`config.mk`:
```
export PLATFORM = sky130hd
export DESIGN_NAME = oversampled_adc_averager
export DESIGN_NICKNAME = d
export VERILOG_FILES = /design/src/design/oaa_pkg.sv /design/src/design/oversampled_adc_averager.sv /design/src/design/oaa_decimator.sv /design/src/design/oaa_window.sv /design/src/design/oaa_scale.sv
export SDC_FILE = /design/constraint.sdc
export NUM_CORES = 1
export LEC_CHECK = 0
export BUFFER_PORTS_ARGS = -buffer_cell sky130_fd_sc_hd__buf_4
export CORE_MARGIN = 4
export CORE_UTILIZATION = 65
export CTS_CLUSTER_SIZE = 40
export DETAILED_ROUTE_END_ITERATION = 6
export PLACE_DENSITY = 0.82
export SLEW_MARGIN = 20
export SYNTH_ARGS = -nofsm -noshare
export SYNTH_HDL_FRONTEND = slang
export SYNTH_HIERARCHICAL = 1
export SYNTH_SLANG_ARGS = --single-unit
```
`constraint.sdc`:
```
create_clock -name clk -period 15.1 [get_ports clk]
set_input_delay 2.265 -clock clk [delete_from_list [all_inputs] [get_ports clk]]
set_output_delay 2.265 -clock clk [all_outputs]
set_load 0.005 [all_outputs]
```
`src/design/oaa_pkg.sv`:
```
// Shared constants for the oversampled converter averager.
// Configuration register indexes, reset values, field widths and default parameters.
// No dependencies.
`default_nettype none

package oaa_pkg;

    // configuration port
    localparam int CFG_IDX_W  = 2;
    localparam int CFG_DATA_W = 16;

    typedef enum logic [CFG_IDX_W-1:0] {
        CFG_EXTRA_BITS = 2'd0,
        CFG_MV_GAIN    = 2'd1,
        CFG_MARGIN     = 2'd2
    } cfg_index_t;

    // register and field widths
    localparam int EB_W     = 3;
    localparam int GAIN_W   = 16;
    localparam int MARGIN_W = 16;
    localparam int WS_W     = 16;
    localparam int MV_W     = 15;
    localparam int MV_FRAC  = 16;

    localparam logic [EB_W-1:0]     EXTRA_BITS_RESET = 3'd5;
    localparam logic [GAIN_W-1:0]   GAIN_RESET       = 16'd29125;
    localparam logic [MARGIN_W-1:0] MARGIN_RESET     = 16'd5;

    localparam longint WS_MAX = (64'd1 << WS_W) - 64'd1;
    localparam longint MV_MAX = (64'd1 << MV_W) - 64'd1;

    // default parameters
    localparam int TAPS_DEFAULT           = 5;
    localparam int MAX_EXTRA_BITS_DEFAULT = 5;
    localparam int SAMPLE_BITS_DEFAULT    = 8;

endpackage

`default_nettype wire

```
`src/design/oversampled_adc_averager.sv`:
```
// Oversampled converter averager: top level with configuration registers.
// Depends on oaa_pkg, oaa_decimator, oaa_window and oaa_scale.
//
// Takes one converter sample per clock while the output is not stalled. Samples are
// summed in blocks of 4^extra_bits and each block gives one code (sum >> extra_bits).
// The first code seeds a TAPS-deep window and is not reported; each later code
// updates the window sum, and a transaction on the output is produced when that sum
// moves by more than change_margin from the last reported one. A result passes through
// one register each for the decimated code, the window report and the scaled output.
// Rate is set by the accumulator, the window update and the 16-bit gain multiply,
// each one stage deep.
// Backpressure on the output stalls all three stages. Configuration writes take
// effect on the next clock; the gain is not adjusted for extra_bits.
`default_nettype none

module oversampled_adc_averager #(
    parameter int TAPS           = oaa_pkg::TAPS_DEFAULT,
    parameter int MAX_EXTRA_BITS = oaa_pkg::MAX_EXTRA_BITS_DEFAULT,
    parameter int SAMPLE_BITS    = oaa_pkg::SAMPLE_BITS_DEFAULT
) (
    input  logic                           clk,
    input  logic                           rst_n,
    input  logic                           cfg_wr_en,
    input  logic [oaa_pkg::CFG_IDX_W-1:0]  cfg_index,
    input  logic [oaa_pkg::CFG_DATA_W-1:0] cfg_data,
    input  logic                           in_valid,
    output logic                           in_ready,
    input  logic [SAMPLE_BITS-1:0]         adc_sample,
    output logic                           out_valid,
    input  logic                           out_ready,
    output logic [oaa_pkg::WS_W-1:0]       window_sum,
    output logic [oaa_pkg::MV_W-1:0]       avg_millivolts
);
    import oaa_pkg::*;

    localparam int ACC_W = SAMPLE_BITS + 2 * MAX_EXTRA_BITS;
    localparam int SUM_W = ACC_W + $clog2(TAPS);

    logic [EB_W-1:0]     extra_bits_reg;
    logic [GAIN_W-1:0]   mv_gain_reg;
    logic [MARGIN_W-1:0] margin_reg;

    logic             code_valid;
    logic             code_ready;
    logic [ACC_W-1:0] code;
    logic             rep_valid;
    logic             rep_ready;
    logic [SUM_W-1:0] rep_sum;

    always_ff @(posedge clk or negedge rst_n)
    begin
        if (!rst_n)
        begin
            extra_bits_reg <= EXTRA_BITS_RESET;
            mv_gain_reg    <= GAIN_RESET;
            margin_reg     <= MARGIN_RESET;
        end
        else if (cfg_wr_en)
        begin
            unique case (cfg_index_t'(cfg_index))
                CFG_EXTRA_BITS: extra_bits_reg <= cfg_data[EB_W-1:0];
                CFG_MV_GAIN:    mv_gain_reg    <= cfg_data[GAIN_W-1:0];
                CFG_MARGIN:     margin_reg     <= cfg_data[MARGIN_W-1:0];
                default:        ;
            endcase
        end
    end

    oaa_decimator #(
        .SAMPLE_BITS    (SAMPLE_BITS),
        .MAX_EXTRA_BITS (MAX_EXTRA_BITS),
        .ACC_W          (ACC_W)
    ) u_decimator (
        .clk        (clk),
        .rst_n      (rst_n),
        .in_valid   (in_valid),
        .in_ready   (in_ready),
        .adc_sample (adc_sample),
        .extra_bits (extra_bits_reg),
        .code_valid (code_valid),
        .code_ready (code_ready),
        .code       (code)
    );

    oaa_window #(
        .TAPS  (TAPS),
        .ACC_W (ACC_W),
        .SUM_W (SUM_W)
    ) u_window (
        .clk           (clk),
        .rst_n         (rst_n),
        .code_valid    (code_valid),
        .code_ready    (code_ready),
        .code          (code),
        .change_margin (margin_reg),
        .rep_valid     (rep_valid),
        .rep_ready     (rep_ready),
        .rep_sum       (rep_sum)
    );

    oaa_scale #(
        .SUM_W (SUM_W)
    ) u_scale (
        .clk            (clk),
        .rst_n          (rst_n),
        .rep_valid      (rep_valid),
        .rep_ready      (rep_ready),
        .rep_sum        (rep_sum),
        .mv_gain_q16    (mv_gain_reg),
        .out_valid      (out_valid),
        .out_ready      (out_ready),
        .window_sum     (window_sum),
        .avg_millivolts (avg_millivolts)
    );

endmodule

`default_nettype wire

```
`src/design/oaa_decimator.sv`:
```
// Oversampling accumulator: sums 4^n samples and emits one code shifted right by n.
// Depends on oaa_pkg.
`default_nettype none

module oaa_decimator #(
    parameter int SAMPLE_BITS    = 8,
    parameter int MAX_EXTRA_BITS = 5,
    parameter int ACC_W          = SAMPLE_BITS + 2 * MAX_EXTRA_BITS
) (
    input  logic                       clk,
    input  logic                       rst_n,
    input  logic                       in_valid,
    output logic                       in_ready,
    input  logic [SAMPLE_BITS-1:0]     adc_sample,
    input  logic [oaa_pkg::EB_W-1:0]   extra_bits,
    output logic                       code_valid,
    input  logic                       code_ready,
    output logic [ACC_W-1:0]           code
);
    import oaa_pkg::*;

    localparam int CNT_W = 2 * MAX_EXTRA_BITS + 1;
    localparam logic [CNT_W-1:0] MAX_TARGET = CNT_W'(1) << (2 * MAX_EXTRA_BITS);

    logic [CNT_W-1:0] count_reg;
    logic [ACC_W-1:0] acc_reg;
    logic             code_vld_reg;
    logic [ACC_W-1:0] code_reg;

    logic [EB_W-1:0]  n_active;
    logic [CNT_W-1:0] target;
    logic [CNT_W-1:0] count_inc;
    logic [ACC_W-1:0] acc_sum;
    logic             block_done;
    logic             accept;
    logic             code_vld_next;

    always_comb
    begin
        if (32'(extra_bits) > 32'(MAX_EXTRA_BITS))
        begin
            n_active = EB_W'(MAX_EXTRA_BITS);
        end
        else
        begin
            n_active = extra_bits;
        end
    end

    assign target     = CNT_W'(1) << {n_active, 1'b0};
    assign count_inc  = count_reg + CNT_W'(1);
    assign acc_sum    = acc_reg + ACC_W'(adc_sample);
    // a shrunk target completes the block at once
    assign block_done = count_inc >= target;

    assign in_ready = !code_vld_reg || code_ready;
    assign accept   = in_valid && in_ready;

    always_comb
    begin
        code_vld_next = code_vld_reg && !code_ready;
        if (accept && block_done)
        begin
            code_vld_next = 1'b1;
        end
    end

    always_ff @(posedge clk or negedge rst_n)
    begin
        if (!rst_n)
        begin
            count_reg    <= '0;
            acc_reg      <= '0;
            code_vld_reg <= 1'b0;
        end
        else
        begin
            code_vld_reg <= code_vld_next;
            if (accept)
            begin
                if (block_done)
                begin
                    count_reg <= '0;
                    acc_reg   <= '0;
                end
                else
                begin
                    count_reg <= count_inc;
                    acc_reg   <= acc_sum;
                end
            end
        end
    end

    always_ff @(posedge clk)
    begin
        if (accept && block_done)
        begin
            code_reg <= acc_sum >> n_active;
        end
    end

    assign code_valid = code_vld_reg;
    assign code       = code_reg;

    a_count_range: assert property (@(posedge clk) disable iff (!rst_n)
        count_reg < MAX_TARGET || (MAX_EXTRA_BITS == 0 && count_reg == '0))
        else $error("sample count beyond largest block");

endmodule

`default_nettype wire

```
`src/design/oaa_window.sv`:
```
// Moving window over decimated codes with change-triggered reporting.
// Depends on oaa_pkg.
`default_nettype none

module oaa_window #(
    parameter int TAPS  = 5,
    parameter int ACC_W = 18,
    parameter int SUM_W = ACC_W + $clog2(TAPS)
) (
    input  logic                          clk,
    input  logic                          rst_n,
    input  logic                          code_valid,
    output logic                          code_ready,
    input  logic [ACC_W-1:0]              code,
    input  logic [oaa_pkg::MARGIN_W-1:0]  change_margin,
    output logic                          rep_valid,
    input  logic                          rep_ready,
    output logic [SUM_W-1:0]              rep_sum
);
    import oaa_pkg::*;

    localparam int PTR_W = $clog2(TAPS);
    localparam int CMP_W = (SUM_W > MARGIN_W) ? SUM_W : MARGIN_W;
    localparam logic [PTR_W-1:0] LAST_PTR = PTR_W'(TAPS - 1);

    logic [ACC_W-1:0] hist_reg [TAPS];
    logic [PTR_W-1:0] ptr_reg;
    logic [SUM_W-1:0] running_reg;
    logic [SUM_W-1:0] reported_reg;
    logic             seeded_reg;
    logic             rep_vld_reg;
    logic [SUM_W-1:0] rep_sum_reg;

    logic             accept;
    logic [SUM_W-1:0] running_upd;
    logic [SUM_W-1:0] seed_sum;
    logic [SUM_W-1:0] diff;
    logic             over_margin;
    logic             report;
    logic [PTR_W-1:0] ptr_inc;
    logic             rep_vld_next;

    assign code_ready = !rep_vld_reg || rep_ready;
    assign accept     = code_valid && code_ready;

    assign running_upd = running_reg - SUM_W'(hist_reg[ptr_reg]) + SUM_W'(code);
    assign seed_sum    = SUM_W'(code) * SUM_W'(TAPS);
    assign diff        = (running_upd >= reported_reg) ? running_upd - reported_reg
                                                       : reported_reg - running_upd;
    assign over_margin = CMP_W'(diff) > CMP_W'(change_margin);
    assign report      = accept && seeded_reg && over_margin;
    assign ptr_inc     = (ptr_reg == LAST_PTR) ? '0 : ptr_reg + PTR_W'(1);

    always_comb
    begin
        rep_vld_next = rep_vld_reg && !rep_ready;
        if (report)
        begin
            rep_vld_next = 1'b1;
        end
    end

    always_ff @(posedge clk or negedge rst_n)
    begin
        if (!rst_n)
        begin
            for (int i = 0; i < TAPS; i++)
            begin
                hist_reg[i] <= '0;
            end
            ptr_reg      <= '0;
            running_reg  <= '0;
            reported_reg <= '0;
            seeded_reg   <= 1'b0;
            rep_vld_reg  <= 1'b0;
        end
        else
        begin
            rep_vld_reg <= rep_vld_next;
            if (accept)
            begin
                if (!seeded_reg)
                begin
                    // first code fills every slot
                    for (int i = 0; i < TAPS; i++)
                    begin
                        hist_reg[i] <= code;
                    end
                    running_reg  <= seed_sum;
                    reported_reg <= seed_sum;
                    ptr_reg      <= '0;
                    seeded_reg   <= 1'b1;
                end
                else
                begin
                    hist_reg[ptr_reg] <= code;
                    running_reg       <= running_upd;
                    ptr_reg           <= ptr_inc;
                    if (over_margin)
                    begin
                        reported_reg <= running_upd;
                    end
                end
            end
        end
    end

    always_ff @(posedge clk)
    begin
        if (report)
        begin
            rep_sum_reg <= running_upd;
        end
    end

    assign rep_valid = rep_vld_reg;
    assign rep_sum   = rep_sum_reg;

    a_ptr_range: assert property (@(posedge clk) disable iff (!rst_n)
        32'(ptr_reg) < TAPS)
        else $error("history pointer out of range");

    a_report_seeded: assert property (@(posedge clk) disable iff (!rst_n)
        rep_vld_reg |-> seeded_reg)
        else $error("report before window was seeded");

    a_report_tracks: assert property (@(posedge clk) disable iff (!rst_n)
        rep_vld_reg |-> reported_reg == rep_sum_reg)
        else $error("pending report differs from last reported sum");

endmodule

`default_nettype wire

```
`src/design/oaa_scale.sv`:
```
// Output stage: Q16 millivolt scaling, saturation and the result register.
// Depends on oaa_pkg.
`default_nettype none

module oaa_scale #(
    parameter int SUM_W = 21
) (
    input  logic                          clk,
    input  logic                          rst_n,
    input  logic                          rep_valid,
    output logic                          rep_ready,
    input  logic [SUM_W-1:0]              rep_sum,
    input  logic [oaa_pkg::GAIN_W-1:0]    mv_gain_q16,
    output logic                          out_valid,
    input  logic                          out_ready,
    output logic [oaa_pkg::WS_W-1:0]      window_sum,
    output logic [oaa_pkg::MV_W-1:0]      avg_millivolts
);
    import oaa_pkg::*;

    localparam int PROD_W = SUM_W + GAIN_W;

    logic              out_vld_reg;
    logic [WS_W-1:0]   ws_reg;
    logic [MV_W-1:0]   mv_reg;

    logic              accept;
    logic [PROD_W-1:0] product;
    logic [SUM_W-1:0]  mv_full;
    logic [WS_W-1:0]   ws_sat;
    logic [MV_W-1:0]   mv_sat;

    assign rep_ready = !out_vld_reg || out_ready;
    assign accept    = rep_valid && rep_ready;

    assign product = PROD_W'(rep_sum) * PROD_W'(mv_gain_q16);
    assign mv_full = product[PROD_W-1:MV_FRAC];

    assign ws_sat = (64'(rep_sum) > 64'(WS_MAX)) ? WS_W'(WS_MAX) : WS_W'(rep_sum);
    assign mv_sat = (64'(mv_full) > 64'(MV_MAX)) ? MV_W'(MV_MAX) : MV_W'(mv_full);

    always_ff @(posedge clk or negedge rst_n)
    begin
        if (!rst_n)
        begin
            out_vld_reg <= 1'b0;
        end
        else if (rep_ready)
        begin
            out_vld_reg <= rep_valid;
        end
    end

    always_ff @(posedge clk)
    begin
        if (accept)
        begin
            ws_reg <= ws_sat;
            mv_reg <= mv_sat;
        end
    end

    assign out_valid      = out_vld_reg;
    assign window_sum     = ws_reg;
    assign avg_millivolts = mv_reg;

endmodule

`default_nettype wire

```
==> metrics.yaml, run 1 <==
status: "finished, final reports clean"
grt_max_degree: 130
post-cts-setup-buffer-count: 0
ant_nets: 0
num_vias: 22850
final_cell_mix: "inv_1 (478), nand2_1 (390), fa_1 (285), ha_1 (234), dfrtp_1 (191)"
grt_use_met2: 0.5783
setup_tns_ps: 0
clkTransAtPathRegs_ps: 60
row_count: 76
dp_hpwl_um: 58480
design_area_um2: 30520
ys.flop_type: "dfrtp_1"
path_class: "flop to flop"
wire_per_inst_um: 21.42
drt-total-wl_um: 78590
drive_gt1_frac: 0.08823
hold_viol_final: 0
ys_seq_area_frac: 0.2501
clockBufferDepth: 3
rsz0062_at_grt: "no"
initial_core_util: 0.6622
setup_violations: 0
gr-max-usage-layer: "met2"
largest_register_ffs: 90
place_area_um2: 29430
met3_usage: 0.04950
grt_usage: 0.3327
root_buffer: "clkbuf_16"
drtPass1Iterations: 7
finalNetCount: 3611
syn_area_per_cell_um2: 9.292
fin_crit_sh: 0.6532
tightest_slew_ps: 1108
pin_count: 64
cts_resized: 0
crit_required_ps: 15370
die_h_um: 218.4
async_reset_ff_frac: 0.7436
fillers: 3273
cpPeakStageDelay_ps: 580
final_common_cell: "inv_1"
cts_num_sinks: 273
grt_pass1_vias: 24130
die_area_um2: 47700
fmax_mhz: 101.4
relSlewSlack: 0.2614
gr-usage-met1: 0.4158
drv_slew: 0
dieWidth_um: 218.4
port_buffers: 63
grt_pass1_wl_um: 126600
critPathMaxFanout: 24
maxCapViolCount: 0
drt_iter0_markers: 1929
core_area_um2: 43460
arrival_ps: 10130
crit_path_end_kind: "flop"
remaining_drc_errors: 0
cpMaxStageDelayCell: "dfrtp_1"
grt_antenna_before_repair: 1
place.gp.congestion: 1.020
holdBufCountCts: 0
cts-buffers-inserted: 31
cpMostUsedCell: "a21oi_1"
cts_tree: "done"
post-route-util: 0.7023
viasPerCell: 6.228
syn2layout_area_growth_pct: 6.052
synth_warnings: 6
crit_path_start_kind: "flop"
multiInputGateArea_um2: 19070
overflow: 0
regArea_um2: 7197
fin_skew_ps: 25.84
cts_htree_levels: 1
synth_nets: 3647
post-route-min-period_ps: 9863
synth_edf_count: 70
insertion_delay_ps: 600
synthCells: 3097
synth.distinct_cells: 102
min_path_type: "flop to flop"
ys_ff_latch: 273
netlist_area_um2: 28780
-- worst paths after layout --
| kind | startpoint | depth (start not counted) | to | slack, ps |
|---|---|---|---|---|
| min in group asynchronous | rst_n | 1 | u_window/hist_reg[47] | 1760 |
| worst max register to register | u_window/ptr_reg[1] | 35 | u_window/rep_sum[0] | 5240 |
| worst max-delay path | u_window/ptr_reg[1] | 35 | u_window/rep_sum[0] | 5240 |
| max in group asynchronous | rst_n | 2 | margin_reg[5] | 11690 |
| worst min-delay path | u_window/hist_reg[7] | 2 | u_window/hist_reg[7] | 480 |
| worst min register to register | u_window/hist_reg[7] | 2 | u_window/hist_reg[7] | 480 |
-- cell type report --
cell class | count | share of cell area
multi-input cells | 2191 | 0.6249
well taps | 585 | 0.02398
flip-flops and latches | 273 | 0.2358
clock inverters | 17 | 0.007912
clock buffers | 38 | 0.02726
inverters | 479 | 0.05891
diodes | 1 | 0.00008199
repair buffers | 85 | 0.02115
-- Yosys cell counts, drive strengths merged, types with 5 or more instances --
master / instances / area, µm²
inv: 479 / 1798
nand2: 392 / 1474
fa: 285 / 5705
ha: 234 / 2928
dfrtp: 191 / 4780
o21ai: 184 / 924.6
and2: 158 / 988.5
a21oi: 137 / 715.7
clkbuf: 107 / 411.6
nor2: 86 / 325.3
edfxtp: 70 / 2102
mux2: 70 / 863.3
xnor2: 56 / 505.5
buf: 47 / 310.3
nand3: 47 / 262.8
a21o: 41 / 307.8
mux2i: 39 / 390.4
xor2: 36 / 315.3
or3: 33 / 206.5
o21a: 29 / 217.7
nand4: 27 / 175.2
nor3: 27 / 135.1
o211ai: 27 / 226.5
a211oi: 21 / 167.7
o22ai: 21 / 131.4
and3: 19 / 120.1
o21bai: 18 / 138.9
nand2b: 16 / 100.1
nor2b: 15 / 93.84
o31ai: 14 / 123.9
a31oi: 13 / 81.33
a22o: 12 / 105.1
dfstp: 12 / 315.3
a22oi: 9 / 67.56
a2bb2oi: 9 / 78.83
mux4: 9 / 202.7
a211o: 7 / 61.31
a21boi: 7 / 52.55
a221oi: 7 / 73.82
nor3b: 7 / 62.56
nor4: 7 / 43.79
or2: 7 / 43.80
o22a: 6 / 52.55
nand3b: 5 / 62.56
-- layer usage --
| metal | part of all wire | wire length, µm | vias up |
|---|---|---|---|
| li1 | - | - | 10180 |
| met1 | 0.38 | 30110 | 11300 |
| met2 | 0.49 | 38840 | 1084 |
| met3 | 0.075 | 5879 | 295 |
| met4 | 0.048 | 3757 | 0 |
| met5 | 0 | 0 | - |
-- critical path: cells and delay by family (launching register included) --
family,cells,cell delay [ps]
adder cells (fa/ha/maj),4,1530
AND/OR/NAND/NOR,5,1670
multiplexers,1,330
AO/OA/AOI/OAI,18,3760
flip-flops,1,580
buffers and inverters,5,1120
XOR/XNOR,2,520
-- through the flow --
stage | setup WS, ps | hold WS, ps | std cells
4_1_cts | 5502 | 483.9 | 3667
3_3_place_gp | 5908 | 458.3 | 3612
6_report | 5237 | 484.3 | 3669
2_1_floorplan | 6319 | 441.9 | 3097
5_1_grt | 4523 | 503.7 | 3668
3_5_place_dp | 5533 | 470.5 | 3612
-- cells by family after synthesis --
kind of cell | after synthesis | share of synthesized area
AO/OA/AOI/OAI | 608 | 0.1386
XOR/XNOR | 92 | 0.02852
adder cells (fa/ha/maj) | 519 | 0.3000
buffers and inverters | 633 | 0.08756
flip-flops | 273 | 0.2501
multiplexers | 118 | 0.05061
AND/OR/NAND/NOR | 854 | 0.1446
Power of run 1 is not shown: default switching activity piles up to over one toggle a cycle in this logic, so the estimate is an artifact.
==> inputs of run 2 (changes only) <==
CORE_UTILIZATION = 59   (was 65)
PLACE_DENSITY = 0.79   (was 0.82)
clock period = 8.6 ns   (was 15.1 ns; I/O delays follow)
==> metrics.yaml, run 2 (synthesized netlist as in run 1, its figures left out) <==
final_common_cell: "inv_1"
place_ws_ps: 130.2  # -5403 ps
crit_family: "compound AO/OA/AOI/OAI gates"
row_count: 80  # +5.3%
root_buffer: "clkbuf_16"
post-route-min-period_ps: 8205  # -1658 ps
dieWidth_um: 228.9  # +4.8%
place.gp.congestion: 0.9633  # -5.5%
holdBufCountCts: 0  # unchanged
grt_max_degree: 80  # -38%
ant_nets: 0  # unchanged
cts_htree_levels: 1  # unchanged
critPathMaxFanout: 21  # -13%
syn2layout_area_growth_pct: 7.504
regArea_um2: 7199  # about the same
largest_register_ffs: 90  # unchanged
cpPeakStageDelay_ps: 520  # -60 ps
tightest_slew_ps: 1094  # -14.33 ps
crit_path_start_kind: "flop"
min_path_type: "flop to flop"
cpMaxStageDelayCell: "mux4_2"
final_cell_mix: "inv_1 (478), nand2_1 (390), fa_1 (285), ha_1 (234), dfrtp_1 (189)"
cpMostUsedCell: "ha_1"
fillers: 3807  # +16%
dp_hpwl_um: 59410  # +1.6%
wire_per_inst_um: 20.88  # -2.5%
finalNetCount: 3655  # +1.2%
cts-buffers-inserted: 31  # unchanged
fin_skew_ps: 28.54  # +2.698 ps
core_area_um2: 47950  # +10%
crit_required_ps: 8940  # -6430 ps
pin_count: 64  # unchanged
worst-path-buf-inv: 5  # unchanged
cts_tree: "done"
remaining_drc_errors: 0  # unchanged
insertion_delay_ps: 620  # +20 ps
grt_antenna_before_repair: 0  # -1
clockBufferDepth: 3  # unchanged
relSlewSlack: 0.2710  # +0.009550
place_area_um2: 29790  # +1.2%
grt_pass1_wl_um: 125000  # -1.3%
path_class: "flop to flop"
cts_num_sinks: 273  # unchanged
overflow: 0  # unchanged
drt_iter0_markers: 2028  # +5.1%
diodes: 0  # -1
port_buffers: 63  # unchanged
setup_violations: 0  # unchanged
die_area_um2: 52370  # +9.8%
status: "finished, final reports clean"
maxCapViolCount: 0  # unchanged
hold_viol_final: 0  # unchanged
fin_crit_sh: 0.9541  # +0.3009
grt_pass1_vias: 23770  # -1.5%
drive_gt1_frac: 0.1045  # +0.01625
multiInputGateArea_um2: 19120  # +0.28%
drv_slew: 0  # unchanged
clkTransAtPathRegs_ps: 60  # about the same
drtPass1Iterations: 7  # unchanged
fmax_mhz: 121.9  # +20%
initial_core_util: 0.6002  # -0.06200
die_h_um: 228.9  # +4.8%
num_vias: 22700  # -0.68%
drt-total-wl_um: 78200  # -0.49%
design_area_um2: 30940  # +1.4%
grt_usage: 0.2946  # -0.03814
arrival_ps: 8550  # -1580 ps
viasPerCell: 6.061  # -2.7%
crit_path_end_kind: "flop"
worst_slack_ps: 394.9  # -4842 ps
run 2: metrics by stage:
step	cells	hold slack (ps)	util	setup TNS [ps]
2_1_floorplan	3097	441.9	-	0
3_3_place_gp	3685	461.3	0.6214	0
3_5_place_dp	3685	470.5	0.6214	0
4_1_cts	3743	484.0	0.6432	0
5_1_grt	3745	505.0	0.6453	-217.8
6_report	3745	482.0	0.6453	0
run 2: layout make-up:
cell class              instances  share of cell area
clock buffers                  49             0.03058
clock inverters                 9            0.003155
inverters                     479             0.05812
multi-input cells            2191              0.6182
flip-flops and latches        273              0.2327
well taps                     615             0.02487
repair buffers                129             0.03239
run 2: final timing paths:
check	cells past startpoint	to	slack (ps)	startpoint
max	36	u_window/rep_sum[2]	390	u_window/ptr_reg[0]
min	2	u_window/hist_reg[89]	480	u_window/hist_reg[89]
max reg2reg	36	u_window/rep_sum[2]	390	u_window/ptr_reg[0]
min reg2reg	2	u_window/hist_reg[89]	480	u_window/hist_reg[89]
max in group asynchronous	2	mv_gain_reg[4]	6640	rst_n
min in group asynchronous	1	u_window/hist_reg[57]	640	rst_n
run 2: worst reg2reg max path, delay by kind of cell (launching register included):
family / cells / cell delay [ps]
xor gates and xnor gates: 2 / 280
and+or+nand+nor: 4 / 460
muxes: 2 / 870
buffers and inverters: 5 / 620
AOI/OAI and AO/OA: 18 / 3490
adders and majority gates: 5 / 1750
DFF: 1 / 480
run 2: what timing repair did:
action                                  4_1_cts  5_1_grt
endpoints found under the setup margin        0       43
setup buffers                                 0        1
resized for setup                             0       17
run 2: metal layers:
metal / track usage / routed length (µm) / vias up
li1: - / - / 10270
met5: 0 / 0 / -
met4: 0.1255 / 3970 / 0
met2: 0.5053 / 38200 / 1020
met1: 0.3664 / 29940 / 11140
met3: 0.05583 / 6086 / 273
Power of run 2 is left out for the same reason.
